[src/rtl/kdrl_pkg.sv]
// kdrl_pkg: shared types and constants for the key debounce / repeat / long press block
// holds register index codes, reset values and the timing register struct
// no dependencies
`default_nettype none

package kdrl_pkg;

	// default parameter values
	localparam int NUM_KEYS_DEF    = 3;
	localparam int TIMER_WIDTH_DEF = 16;

	// configuration port widths
	localparam int CFG_IDX_W  = 3;
	localparam int CFG_DATA_W = 16;
	localparam int MASK_W     = 3;

	// register reset values
	localparam logic [CFG_DATA_W-1:0] LOCKOUT_RST      = 16'd80;
	localparam logic [CFG_DATA_W-1:0] CONFIRM_RST      = 16'd20;
	localparam logic [CFG_DATA_W-1:0] REPEAT_START_RST = 16'd450;
	localparam logic [CFG_DATA_W-1:0] REPEAT_INT_RST   = 16'd120;
	localparam logic [CFG_DATA_W-1:0] LONG_PRESS_RST   = 16'd1200;
	localparam logic [MASK_W-1:0]     REPEAT_MASK_RST  = 3'd5;
	localparam logic [MASK_W-1:0]     RELEASE_MASK_RST = 3'd2;

	// register index codes
	typedef enum logic [CFG_IDX_W-1:0] {
		CFG_LOCKOUT      = 3'd0,
		CFG_CONFIRM      = 3'd1,
		CFG_REPEAT_START = 3'd2,
		CFG_REPEAT_INT   = 3'd3,
		CFG_LONG_PRESS   = 3'd4,
		CFG_REPEAT_MASK  = 3'd5,
		CFG_RELEASE_MASK = 3'd6
	} cfg_idx_t;

	// timing registers handed to every lane
	typedef struct packed {
		logic [CFG_DATA_W-1:0] lockout;
		logic [CFG_DATA_W-1:0] confirm;
		logic [CFG_DATA_W-1:0] repeat_start;
		logic [CFG_DATA_W-1:0] repeat_int;
		logic [CFG_DATA_W-1:0] long_press;
	} timing_t;

endpackage

`default_nettype wire

[src/rtl/kdrl_cfg_regs.sv]
// kdrl_cfg_regs: configuration register file written through the cfg channel
// depends on kdrl_pkg (index codes, reset values, timing_t)
`default_nettype none

module kdrl_cfg_regs #(
	parameter int NUM_KEYS = kdrl_pkg::NUM_KEYS_DEF
) (
	input  wire logic                            clk,
	input  wire logic                            arst_n,
	input  wire logic                            wr_en,
	input  wire logic [kdrl_pkg::CFG_IDX_W-1:0]  wr_idx,
	input  wire logic [kdrl_pkg::CFG_DATA_W-1:0] wr_data,
	output kdrl_pkg::timing_t                    timing,
	output logic [NUM_KEYS-1:0]                  repeat_mask,
	output logic [NUM_KEYS-1:0]                  release_mask
);

	kdrl_pkg::timing_t   timing_q;
	logic [NUM_KEYS-1:0] repeat_mask_q;
	logic [NUM_KEYS-1:0] release_mask_q;
	logic [NUM_KEYS-1:0] data_mask;
	logic [NUM_KEYS-1:0] repeat_rst;
	logic [NUM_KEYS-1:0] release_rst;

	// only the low mask bits of a word reach the per-key masks
	always_comb begin
		for (int i = 0; i < NUM_KEYS; i++) begin
			if (i < kdrl_pkg::MASK_W) begin
				data_mask[i]   = wr_data[i];
				repeat_rst[i]  = kdrl_pkg::REPEAT_MASK_RST[i];
				release_rst[i] = kdrl_pkg::RELEASE_MASK_RST[i];
			end else begin
				data_mask[i]   = 1'b0;
				repeat_rst[i]  = 1'b0;
				release_rst[i] = 1'b0;
			end
		end
	end

	// register writes, unknown indexes dropped
	always_ff @(posedge clk or negedge arst_n) begin
		if (!arst_n) begin
			timing_q.lockout      <= kdrl_pkg::LOCKOUT_RST;
			timing_q.confirm      <= kdrl_pkg::CONFIRM_RST;
			timing_q.repeat_start <= kdrl_pkg::REPEAT_START_RST;
			timing_q.repeat_int   <= kdrl_pkg::REPEAT_INT_RST;
			timing_q.long_press   <= kdrl_pkg::LONG_PRESS_RST;
			repeat_mask_q         <= repeat_rst;
			release_mask_q        <= release_rst;
		end else if (wr_en) begin
			unique case (wr_idx)
				kdrl_pkg::CFG_LOCKOUT:      timing_q.lockout      <= wr_data;
				kdrl_pkg::CFG_CONFIRM:      timing_q.confirm      <= wr_data;
				kdrl_pkg::CFG_REPEAT_START: timing_q.repeat_start <= wr_data;
				kdrl_pkg::CFG_REPEAT_INT:   timing_q.repeat_int   <= wr_data;
				kdrl_pkg::CFG_LONG_PRESS:   timing_q.long_press   <= wr_data;
				kdrl_pkg::CFG_REPEAT_MASK:  repeat_mask_q         <= data_mask;
				kdrl_pkg::CFG_RELEASE_MASK: release_mask_q        <= data_mask;
				default: ;
			endcase
		end
	end

	assign timing       = timing_q;
	assign repeat_mask  = repeat_mask_q;
	assign release_mask = release_mask_q;

endmodule

`default_nettype wire

[src/rtl/kdrl_key_lane.sv]
// kdrl_key_lane: debounce, lockout, auto repeat and release for one ordinary key
// one lane per key; depends on kdrl_pkg (timing_t)
`default_nettype none

module kdrl_key_lane #(
	parameter int TIMER_WIDTH = kdrl_pkg::TIMER_WIDTH_DEF
) (
	input  wire logic             clk,
	input  wire logic             arst_n,
	input  wire logic             advance,
	input  wire logic             level,
	input  wire kdrl_pkg::timing_t timing,
	input  wire logic             rep_en,
	input  wire logic             rel_en,
	output logic                  press_evt,
	output logic                  rel_evt
);

	localparam int CW = (TIMER_WIDTH > kdrl_pkg::CFG_DATA_W) ? TIMER_WIDTH
	                                                         : kdrl_pkg::CFG_DATA_W;

	typedef enum logic [2:0] {
		KP_IDLE        = 3'd0,
		KP_CONFIRM     = 3'd1,
		KP_REP_WAIT    = 3'd2,
		KP_REP_RUN     = 3'd3,
		KP_REL_CONFIRM = 3'd4
	} phase_t;

	phase_t                 phase_q, phase_d;
	logic [TIMER_WIDTH-1:0] timer_q, timer_d, timer_inc;
	logic [TIMER_WIDTH-1:0] since_q, since_d, since_inc;
	logic                   prev_q;
	logic [CW-1:0]          limit;
	logic                   period_done;
	logic                   lockout_ok;

	// saturating increments
	assign timer_inc = (timer_q == '1) ? timer_q : timer_q + 1'b1;
	assign since_inc = (since_q == '1) ? since_q : since_q + 1'b1;

	// period limit for the running phase
	always_comb begin
		case (phase_q)
			KP_REP_WAIT: limit = CW'(timing.repeat_start);
			KP_REP_RUN:  limit = CW'(timing.repeat_int);
			default:     limit = CW'(timing.confirm);
		endcase
	end

	assign period_done = CW'(timer_inc) >= limit;
	assign lockout_ok  = CW'(since_inc) >= CW'(timing.lockout);

	// next state and events
	always_comb begin
		phase_d   = phase_q;
		timer_d   = timer_q;
		since_d   = since_inc;
		press_evt = 1'b0;
		rel_evt   = 1'b0;
		unique case (phase_q) inside
			KP_CONFIRM: begin
				timer_d = timer_inc;
				if (period_done) begin
					timer_d = '0;
					phase_d = KP_IDLE;
					if (!level) begin
						press_evt = 1'b1;
						since_d   = '0;
						if (rep_en) begin
							phase_d = KP_REP_WAIT;
						end
					end
				end
			end
			KP_REP_WAIT, KP_REP_RUN: begin
				timer_d = timer_inc;
				if (period_done) begin
					timer_d = '0;
					if (!level) begin
						press_evt = 1'b1;
						phase_d   = KP_REP_RUN;
					end else begin
						since_d = '0;
						phase_d = rel_en ? KP_REL_CONFIRM : KP_IDLE;
					end
				end
			end
			KP_REL_CONFIRM: begin
				timer_d = timer_inc;
				if (period_done) begin
					timer_d = '0;
					rel_evt = level;
					phase_d = KP_IDLE;
				end
			end
			default: begin
				phase_d = KP_IDLE;
				if (prev_q && !level) begin
					if (lockout_ok) begin
						phase_d = KP_CONFIRM;
						timer_d = '0;
					end
				end else if (!prev_q && level) begin
					if (rel_en) begin
						phase_d = KP_REL_CONFIRM;
						timer_d = '0;
					end
				end
			end
		endcase
	end

	// lane state, moves once per accepted word
	always_ff @(posedge clk or negedge arst_n) begin
		if (!arst_n) begin
			phase_q <= KP_IDLE;
			timer_q <= '0;
			since_q <= '1;
			prev_q  <= 1'b1;
		end else if (advance) begin
			phase_q <= phase_d;
			timer_q <= timer_d;
			since_q <= since_d;
			prev_q  <= level;
		end
	end

endmodule

`default_nettype wire

[src/rtl/kdrl_power_lane.sv]
// kdrl_power_lane: power key debounce with short and long press detection
// depends on kdrl_pkg (timing_t)
`default_nettype none

module kdrl_power_lane #(
	parameter int TIMER_WIDTH = kdrl_pkg::TIMER_WIDTH_DEF
) (
	input  wire logic             clk,
	input  wire logic             arst_n,
	input  wire logic             advance,
	input  wire logic             level,
	input  wire kdrl_pkg::timing_t timing,
	output logic                  short_evt,
	output logic                  long_evt
);

	localparam int CW = (TIMER_WIDTH > kdrl_pkg::CFG_DATA_W) ? TIMER_WIDTH
	                                                         : kdrl_pkg::CFG_DATA_W;

	typedef enum logic [2:0] {
		PP_WAIT_RELEASE = 3'd0,
		PP_GUARD        = 3'd1,
		PP_IDLE         = 3'd2,
		PP_DEB_PRESS    = 3'd3,
		PP_HELD         = 3'd4,
		PP_DEB_RELEASE  = 3'd5
	} phase_t;

	phase_t                 phase_q, phase_d;
	logic [TIMER_WIDTH-1:0] timer_q, timer_d, timer_inc;
	logic                   long_sent_q, long_sent_d;
	logic                   deb_done;
	logic                   hold_done;

	assign timer_inc = (timer_q == '1) ? timer_q : timer_q + 1'b1;
	assign deb_done  = CW'(timer_inc) >= CW'(timing.lockout);
	assign hold_done = CW'(timer_inc) >= CW'(timing.long_press);

	// next state and events
	always_comb begin
		phase_d     = phase_q;
		timer_d     = timer_q;
		long_sent_d = long_sent_q;
		short_evt   = 1'b0;
		long_evt    = 1'b0;
		unique case (phase_q)
			PP_GUARD: begin
				timer_d = timer_inc;
				if (deb_done) begin
					timer_d = '0;
					phase_d = PP_IDLE;
				end
			end
			PP_IDLE: begin
				if (!level) begin
					timer_d = '0;
					phase_d = PP_DEB_PRESS;
				end
			end
			PP_DEB_PRESS: begin
				timer_d = timer_inc;
				if (deb_done) begin
					timer_d = '0;
					if (!level) begin
						long_sent_d = 1'b0;
						phase_d     = PP_HELD;
					end else begin
						phase_d = PP_IDLE;
					end
				end
			end
			PP_HELD: begin
				if (level) begin
					timer_d = '0;
					phase_d = PP_DEB_RELEASE;
				end else begin
					timer_d = timer_inc;
					if (hold_done && !long_sent_q) begin
						long_evt    = 1'b1;
						long_sent_d = 1'b1;
					end
				end
			end
			PP_DEB_RELEASE: begin
				timer_d = timer_inc;
				if (deb_done) begin
					timer_d   = '0;
					short_evt = !long_sent_q;
					phase_d   = PP_IDLE;
				end
			end
			default: begin
				phase_d = PP_WAIT_RELEASE;
				if (level) begin
					timer_d = '0;
					phase_d = PP_GUARD;
				end
			end
		endcase
	end

	always_ff @(posedge clk or negedge arst_n) begin
		if (!arst_n) begin
			phase_q     <= PP_WAIT_RELEASE;
			timer_q     <= '0;
			long_sent_q <= 1'b0;
		end else if (advance) begin
			phase_q     <= phase_d;
			timer_q     <= timer_d;
			long_sent_q <= long_sent_d;
		end
	end

endmodule

`default_nettype wire

[src/rtl/key_debounce_repeat_longpress.sv]
// key_debounce_repeat_longpress: top level, one lane per key plus the power lane
// depends on kdrl_pkg, kdrl_cfg_regs, kdrl_key_lane, kdrl_power_lane
//
//   channel | handshake            | payload
//   --------+----------------------+-------------------------------------------
//   in      | in_valid / in_ready  | key_levels, power_level (one tick)
//   out     | out_valid / out_ready| press_events, release_events, power_short,
//           |                      | power_long
//   cfg     | cfg_valid / cfg_ready| cfg_index, cfg_data
//
// one word per cycle while the output is not stalled: every lane updates in the cycle its tick
// is accepted, and the merged events are captured in a single output register as it is accepted.
// in_ready drops only while the output register is full and out_ready is low.
// cfg_ready is always high; a write takes effect on the next accepted tick.
// reset clears all lane state to idle, the power key to waiting for release.
`default_nettype none

module key_debounce_repeat_longpress #(
	parameter int NUM_KEYS    = kdrl_pkg::NUM_KEYS_DEF,
	parameter int TIMER_WIDTH = kdrl_pkg::TIMER_WIDTH_DEF
) (
	input  wire logic                            clk,
	input  wire logic                            arst_n,
	input  wire logic                            in_valid,
	output logic                                 in_ready,
	input  wire logic [NUM_KEYS-1:0]             key_levels,
	input  wire logic                            power_level,
	output logic                                 out_valid,
	input  wire logic                            out_ready,
	output logic [NUM_KEYS-1:0]                  press_events,
	output logic [NUM_KEYS-1:0]                  release_events,
	output logic                                 power_short,
	output logic                                 power_long,
	input  wire logic                            cfg_valid,
	output logic                                 cfg_ready,
	input  wire logic [kdrl_pkg::CFG_IDX_W-1:0]  cfg_index,
	input  wire logic [kdrl_pkg::CFG_DATA_W-1:0] cfg_data
);

	kdrl_pkg::timing_t   timing;
	logic [NUM_KEYS-1:0] repeat_mask;
	logic [NUM_KEYS-1:0] release_mask;
	logic                advance;
	logic [NUM_KEYS-1:0] press_evt;
	logic [NUM_KEYS-1:0] rel_evt;
	logic                short_evt;
	logic                long_evt;
	logic                out_valid_q;
	logic [NUM_KEYS-1:0] press_q;
	logic [NUM_KEYS-1:0] release_q;
	logic                short_q;
	logic                long_q;

	assign cfg_ready = 1'b1;
	assign in_ready  = !out_valid_q || out_ready;
	assign advance   = in_valid && in_ready;

	// configuration registers
	kdrl_cfg_regs #(
		.NUM_KEYS(NUM_KEYS)
	) u_cfg (
		.clk         (clk),
		.arst_n      (arst_n),
		.wr_en       (cfg_valid && cfg_ready),
		.wr_idx      (cfg_index),
		.wr_data     (cfg_data),
		.timing      (timing),
		.repeat_mask (repeat_mask),
		.release_mask(release_mask)
	);

	// one lane per ordinary key
	for (genvar g = 0; g < NUM_KEYS; g++) begin : g_lane
		kdrl_key_lane #(
			.TIMER_WIDTH(TIMER_WIDTH)
		) u_lane (
			.clk      (clk),
			.arst_n   (arst_n),
			.advance  (advance),
			.level    (key_levels[g]),
			.timing   (timing),
			.rep_en   (repeat_mask[g]),
			.rel_en   (release_mask[g]),
			.press_evt(press_evt[g]),
			.rel_evt  (rel_evt[g])
		);
	end

	// power key lane
	kdrl_power_lane #(
		.TIMER_WIDTH(TIMER_WIDTH)
	) u_power (
		.clk      (clk),
		.arst_n   (arst_n),
		.advance  (advance),
		.level    (power_level),
		.timing   (timing),
		.short_evt(short_evt),
		.long_evt (long_evt)
	);

	// merge stage: output word register
	always_ff @(posedge clk or negedge arst_n) begin
		if (!arst_n) begin
			out_valid_q <= 1'b0;
		end else if (advance) begin
			out_valid_q <= 1'b1;
		end else if (out_ready) begin
			out_valid_q <= 1'b0;
		end
	end

	always_ff @(posedge clk) begin
		if (advance) begin
			press_q   <= press_evt;
			release_q <= rel_evt;
			short_q   <= short_evt;
			long_q    <= long_evt;
		end
	end

	assign out_valid      = out_valid_q;
	assign press_events   = press_q;
	assign release_events = release_q;
	assign power_short    = short_q;
	assign power_long     = long_q;

	// an empty output register never holds off the input
	a_ready_when_empty: assert property (@(posedge clk) disable iff (!arst_n)
		!out_valid_q |-> in_ready)
		else $error("input stalled with empty output register");

	// every accepted tick yields a word next cycle
	a_word_follows: assert property (@(posedge clk) disable iff (!arst_n)
		advance |=> out_valid_q)
		else $error("accepted tick produced no word");

	// a key never presses and releases in the same tick
	a_press_xor_release: assert property (@(posedge clk) disable iff (!arst_n)
		out_valid_q |-> ((press_q & release_q) == '0))
		else $error("press and release on the same key");

	// short and long power events are exclusive
	a_power_exclusive: assert property (@(posedge clk) disable iff (!arst_n)
		out_valid_q |-> !(short_q && long_q))
		else $error("short and long power events together");

endmodule

`default_nettype wire

[config.mk]
export PLATFORM = sky130hd
export DESIGN_NAME = key_debounce_repeat_longpress
export DESIGN_NICKNAME = d
export VERILOG_FILES = /design/src/rtl/kdrl_pkg.sv /design/src/rtl/kdrl_cfg_regs.sv /design/src/rtl/kdrl_key_lane.sv /design/src/rtl/kdrl_power_lane.sv /design/src/rtl/key_debounce_repeat_longpress.sv
export SDC_FILE = /design/constraint.sdc
export NUM_CORES = 1
export LEC_CHECK = 0
export BUFFER_PORTS_ARGS = -buffer_cell sky130_fd_sc_hd__buf_2
export CAP_MARGIN = 10
export CORE_UTILIZATION = 40
export DETAILED_ROUTE_END_ITERATION = 8
export PLACE_DENSITY = 0.55
export SLEW_MARGIN = 0
export SYNTH_ARGS = -nofsm -noshare
export SYNTH_HDL_FRONTEND = slang
export SYNTH_SLANG_ARGS = --single-unit
[constraint.sdc]
create_clock -name clk -period 7.3 [get_ports clk]
set_input_delay 0.73 -clock clk [delete_from_list [all_inputs] [get_ports clk]]
set_output_delay 0.73 -clock clk [all_outputs]
set_load 0.03 [all_outputs]
---- After elaboration in Yosys (flattened, before gate mapping) ----
Index checks and enable logic that the tools add are counted.
word-level totals
  bits of input ports ..................... 28
  output and inout port bits .............. 11
  bits in registers ....................... 223
  bits in read-only memories .............. 0
  bits in latches ......................... 0
  memories ................................ 0
  word-level logic and storage cells ...... 257
  bits in writable memories ............... 0
cells by class
  shifts and indexed selects .............. 0
  div/mod/pow operators ................... 0
  reduce and logical (&&, ||, !) cells .... 62
  bitwise operators ....................... 1
  order comparisons ....................... 8
  eq/ne operators ......................... 49
  multiply operators ...................... 0
  muxes and demuxes ....................... 99
  $add $sub $neg .......................... 7
operator list
  kind                     count
  $mux W16                 41
  $pmux W16 S2             6
  $ge A16 B16 Y1           8
  $add A16 B1 Y16 const B  7
  $eq A16 B16 Y1 const B   7
  $mux W3                  26
  $pmux W16 S3             1
  $eq A3 B2 Y1 const B     10
  $reduce_and A2 Y1        14
  $pmux W3 S3              3
  $eq A3 B3 Y1 const B     8
  $ne A2 B1 Y1 const B     12
  $reduce_and A4 Y1        6
  $reduce_bool A3 Y1       6
  $eq A3 B1 Y1 const B     5
  $mux W1                  14
  $mux W2                  6
  $pmux W3 S4              1
  $reduce_or A3 Y1         4
  $reduce_or A4 Y1         3
  $reduce_or A2 Y1         5
  $ne A3 B2 Y1 const B     3
  $logic_and A1 B1 Y1      8
  $logic_not A1 Y1         8
  10 further kinds         14

---- Logic depth before layout (Yosys ltp) ----
  depth after elaboration ................. 7
  gate-level depth with buffers ........... 17
  mapped depth without buffers ............ 16

---- Modules after synthesis ----
A second synthesis with hierarchy kept.
second synthesis, totals
  cell total of the unflattened synthesis .. 1817
  area, all modules ....................... 16585.9 µm²
by module, submodules not included
  module                         area an instance (µm²)  cells an instance  times used  seq. area each (µm²)
  kdrl_key_lane                  3573.4                  447                3           922.1
  kdrl_cfg_regs                  3329.4                  187                1           2175.8
  kdrl_power_lane                2230.9                  275                1           500.5
  key_debounce_repeat_longpress  305.3                   14                 1           265.3

---- Worst setup path before layout ----
No wires, ideal clock.
  path type ............................... register -> register
  from .................................... register g_lane[1].u_lane.since_q[0]
  to ...................................... register g_lane[1].u_lane.timer_q[14]
  path buffers ............................ 1
  path slack .............................. 3336 ps
  setup time .............................. 122 ps
  data required time ...................... 7178 ps
  cell stages (with the launch flop) ...... 17
  clock period less this slack ............ 3964 ps
  arrival ................................. 3842 ps
  path through ............................ dfstp_2 > ha_1 > nand3_1 > or2_2 > nor3_1 > nor2_1 > nand3_1 > xnor2_1 > ha_1 > a211oi_1 > o21ai_0 > a221o_1 > a2111oi_4 > nor2_4 > buf_4 > a21oi_1 > a21oi_1
between the ends
  cells in the longest elaborated chain, start to end .. 5
  elaborated cells on any way between the ends .. 6
  classes of those cells .................. add/sub: 1; order compare: 1; eq/ne: 2; mux: 1; reduce/logical: 1
ends and longest elaborated chain
  item                                               RTL line              source
  start, declared                                    kdrl_key_lane.sv:32   logic [TIMER_WIDTH-1:0] since_q, since_d, since_inc;
  start signal, assigned                             kdrl_key_lane.sv:124  since_q <= since_d;
  $add A16 B1 Y16 or $eq A16 B16 Y1 (tied branches)  kdrl_key_lane.sv:40   assign since_inc = (since_q == '1) ? since_q : since_q + 1'b1;
  $mux W16 *                                         kdrl_key_lane.sv:40
  $ge A16 B16 Y1 *                                   kdrl_key_lane.sv:52   assign lockout_ok = CW'(since_inc) >= CW'(timing.lockout);
  $ne A3 B2 Y1 (no line) *                           -
  $reduce_and A4 Y1 (no line) *                      -
  end signal, assigned                               kdrl_key_lane.sv:123  timer_q <= timer_d;
  end, declared                                      kdrl_key_lane.sv:31   logic [TIMER_WIDTH-1:0] timer_q, timer_d, timer_inc;
Mark *: on every way between the ends. The rest lies on a longest branch, timed or not.
A chain may end at the register's enable or synchronous reset.

---- Worst setup path after layout ----
  from .................................... register g_lane[2].u_lane.since_q[5]
  to ...................................... register g_lane[2].u_lane.timer_q[6]
between the ends
  cells in the longest elaborated chain, start to end .. 5
  elaborated cells on any way between the ends .. 6
  classes of those cells .................. add/sub: 1; order compare: 1; eq/ne: 2; mux: 1; reduce/logical: 1
ends and longest elaborated chain
  item                                               RTL line
  start, declared                                    kdrl_key_lane.sv:32
  start signal, assigned                             kdrl_key_lane.sv:124
  $add A16 B1 Y16 or $eq A16 B16 Y1 (tied branches)  kdrl_key_lane.sv:40
  $mux W16 *                                         kdrl_key_lane.sv:40
  $ge A16 B16 Y1 *                                   kdrl_key_lane.sv:52
  $ne A3 B2 Y1 (no line) *                           -
  $reduce_and A4 Y1 (no line) *                      -
  end signal, assigned                               kdrl_key_lane.sv:123
  end, declared                                      kdrl_key_lane.sv:31
Marks and branches as above.

==> flow_summary.json <==
{
  "p_sw_uw": 1790,
  "end_kind": "flip-flop",
  "holdCritPathClass": "in2async",
  "ant_nets": 0,
  "hold_violations": 0,
  "viasPerCell": 5.67,
  "ff_latch_area_mm2": 0.00571,
  "rsz0062_at_grt": "false",
  "cts_buffer_depth": 3,
  "num-nets-final": 1944,
  "clk_pin_slew_ns": 0.06,
  "grt_pass1_vias": 12800,
  "cts_max_level": 1,
  "leakagePower_uw": 0.00749,
  "fin_ws_ns": 2.38,
  "grt_max_degree": 116,
  "p_sw_share_pct": 37.0,
  "skew_ns": 0.0117,
  "rows": 72,
  "p_int_uw": 3050,
  "first_pass_iters": 5,
  "combPwrFrac_pct": 33.7,
  "remaining_drc_errors": 0,
  "dieArea_mm2": 0.0405,
  "clock_latency_ns": 0.57,
  "vias": 13200,
  "power_density_mw_per_mm2": 276,
  "syn-instance-count": 1777,
  "area_growth_pct": 10.1,
  "cap_violations": 0,
  "tightest_slew_ns": 1.17,
  "vdd_drop_max_uv": 151,
  "syn-cell-area_mm2": 0.0159,
  "port_buffers": 37,
  "overflow": 0,
  "syn_nets": 1940,
  "setup-tns-final_ns": 0,
  "synth-seq-cells": 223,
  "postSynthAreaPerCell_um2": 8.94,
  "routed_wirelength_um": 43300,
  "cp_max_fo": 23,
  "coreArea_mm2": 0.0389,
  "antenna_found_initial": 1,
  "synth_top_area_share_pct": 22.8,
  "outcome": "finished, final reports clean",
  "ys.flop_type": "dfrtp_1",
  "finalCriticalPeriod_ns": 4.93,
  "place_hpwl_um": 31500,
  "fin_crit_sh_pct": 67.5,
  "yosysWarnings": 0,
  "synthTopCellsByArea": "dfrtp_1 (23%), dfstp_2 (12%), ha_1 (11%)",
  "timing.slew.headroom_pct": 21.5,
  "io_pins": 39,
  "clock_power_share_pct": 29.4,
  "diodes": 0,
  "start_util_pct": 40.8,
  "first_iter_violations": 827,
  "die_h_um": 201,
  "cts_tree": "done",
  "gr-usage-all-layers_pct": 21.6,
  "synth_edf_count": 8,
  "cts-root-buf": "clkbuf_16",
  "path_class": "reg2reg",
  "clkSinkCount": 223,
  "numCtsBuffers": 28,
  "fill_cells": 3807,
  "cts_setup_buffers": 0,
  "max_freq_ghz": 0.203,
  "final_cell_mix": "nand2_1 (186), nor2_1 (159), dfrtp_1 (145), ha_1 (135), o21ai_0 (131)",
  "ys_seq_area_share_pct": 35.9,
  "pre_cts_ws_ns": 2.41,
  "setup_viol": 0,
  "synthArstFlopShare_pct": 96.4,
  "post_cts_resize_count": 0,
  "arrival_ns": 5.42,
  "drive_gt1_share_pct": 14.7,
  "crit_required_ns": 7.80,
  "synth_area_leader_cell": "dfrtp_1",
  "finalMaxSlewViolations": 0,
  "synth_cell_type_count": 79,
  "startpoint_type": "flip-flop",
  "die_width_um": 201,
  "cts_hold_buf": 0,
  "multi_input_area_mm2": 0.00967,
  "routedWlPerCell_um": 18.7,
  "p_seq_share_pct": 36.8,
  "final_common_cell": "nand2_1",
  "place.gp.congestion": 0.834,
  "grt_pass1_wl_um": 70200
}
-- Yosys cell counts, types with 5 or more instances --
library cell  count
nor3_1           32
xnor2_1          47
or3_1             6
xor2_1           26
o31ai_1          17
a31oi_1          26
dfrtp_1         145
and2_1            8
mux2_2           68
ha_1            135
dfstp_2          70
buf_1             6
buf_2            13
and3_1           32
nor2_1          159
nor4_1           13
edfxtp_1          8
o22a_1            8
a21oi_1         121
nor3b_1           6
o21ai_0         131
and4_1           15
o21a_1           18
o211ai_1         16
inv_1            59
nor2b_1           8
nand2_1         187
o21ai_1           6
clkbuf_1         52
nand3_1          80
nand2b_1         21
a22o_1           21
a2111oi_0         7
a211oi_1         14
a31o_2            6
nand4_1          33
a21o_1           20
a221oi_1          5
mux2i_1          51
-- sequential cells by signal, indices dropped and copies added (netlist names), 3 cells and up --
name	cells
u_power.timer_q	16
g_lane.u_lane.since_q	48
u_cfg.repeat_mask	3
u_cfg.timing	80
release_events	3
g_lane.u_lane.phase_q	9
press_events	3
u_power.phase_q	3
g_lane.u_lane.prev_q	3
u_cfg.release_mask	3
g_lane.u_lane.timer_q	48
-- power groups by stage --
stage / Sequential, µW / Clock (µW) / Combinational (µW)
floorplan: 1710 / 0 / 1220
global placement: 1790 / 0 / 1600
detailed placement: 1800 / 0 / 1640
CTS: 1780 / 1460 / 1650
global route: 1830 / 1510 / 1850
finish: 1780 / 1420 / 1630
-- logic make-up (layout without fill, tap and decap cells) --
kind of cell,count (synthesis),count (layout),synth area share [%]
multiplexers,119,119,8.03
buffers and inverters,136,161,3.46
adder cells (fa/ha/maj),135,135,10.6
XOR/XNOR,74,74,4.20
flip-flops,223,223,35.9
AO/OA/AOI/OAI,461,461,18.5
AND/OR/NAND/NOR,628,628,19.2
other,1,1,0.0236
-- critical path, stage by stage (launching register included) --
cell	delay [ns]
dfstp_2	0.59
and4_1	0.25
nand3_1	0.18
nor4_2	1.04
nor3_1	0.17
xor2_1	0.20
ha_1	0.30
o21a_1	0.12
o211ai_1	0.08
a211o_1	0.32
o211ai_1	0.37
nand2_1	0.53
or4_1	0.63
nand3_1	0.09
-- path summary, 6_finish.rpt --
path                                         startpoint  cells after the start                            to  slack [ns]
max                         g_lane[2].u_lane.since_q[5]                     13   g_lane[2].u_lane.timer_q[6]        2.38
min                                              arst_n                      1   g_lane[0].u_lane.timer_q[5]        0.19
min in group clk                               in_valid                      2                     out_valid        0.39
min reg2reg                g_lane[1].u_lane.since_q[15]                      2  g_lane[1].u_lane.since_q[15]        0.47
max reg2reg                 g_lane[2].u_lane.since_q[5]                     13   g_lane[2].u_lane.timer_q[6]        2.38
max in group asynchronous                        arst_n                      2                     out_valid        6.00
-- per-layer routing --
layer  global-route usage (%)  part of all wire [%]  vias up
met5                        0                     0        -
met4                     6.30                   3.0        0
met3                     2.51                   2.9       64
li1                         -                     -     6524
met2                     36.2                    47      191
met1                     29.1                    47     6377
-- final cells by class --
| cell class | count | share of cell area, % |
|---|---|---|
| Clock inverter | 6 | 0.458 |
| Multi-Input combinational cell | 1418 | 55.3 |
| Inverter | 59 | 1.27 |
| Sequential cell | 223 | 32.6 |
| Timing Repair Buffer | 51 | 1.79 |
| Clock buffer | 45 | 4.89 |
| Tap cell | 518 | 3.70 |
-- through the flow --
| step | hold WS, ns | power [µW] | std cells | util, % | instance area [µm²] |
|---|---|---|---|---|---|
| floorplan | 0.434 | 2920 | 1777 | - | 15900 |
| global placement | 0.467 | 3390 | 2269 | 42.6 | 16600 |
| detailed placement | 0.472 | 3430 | 2269 | 42.6 | 16600 |
| CTS | 0.249 | 4890 | 2320 | 45.0 | 17500 |
| global route | 0.245 | 5180 | 2320 | 45.0 | 17500 |
| finish | 0.190 | 4840 | 2320 | 45.0 | 17500 |
No activity file was read; power rests on OpenSTA's default activity.
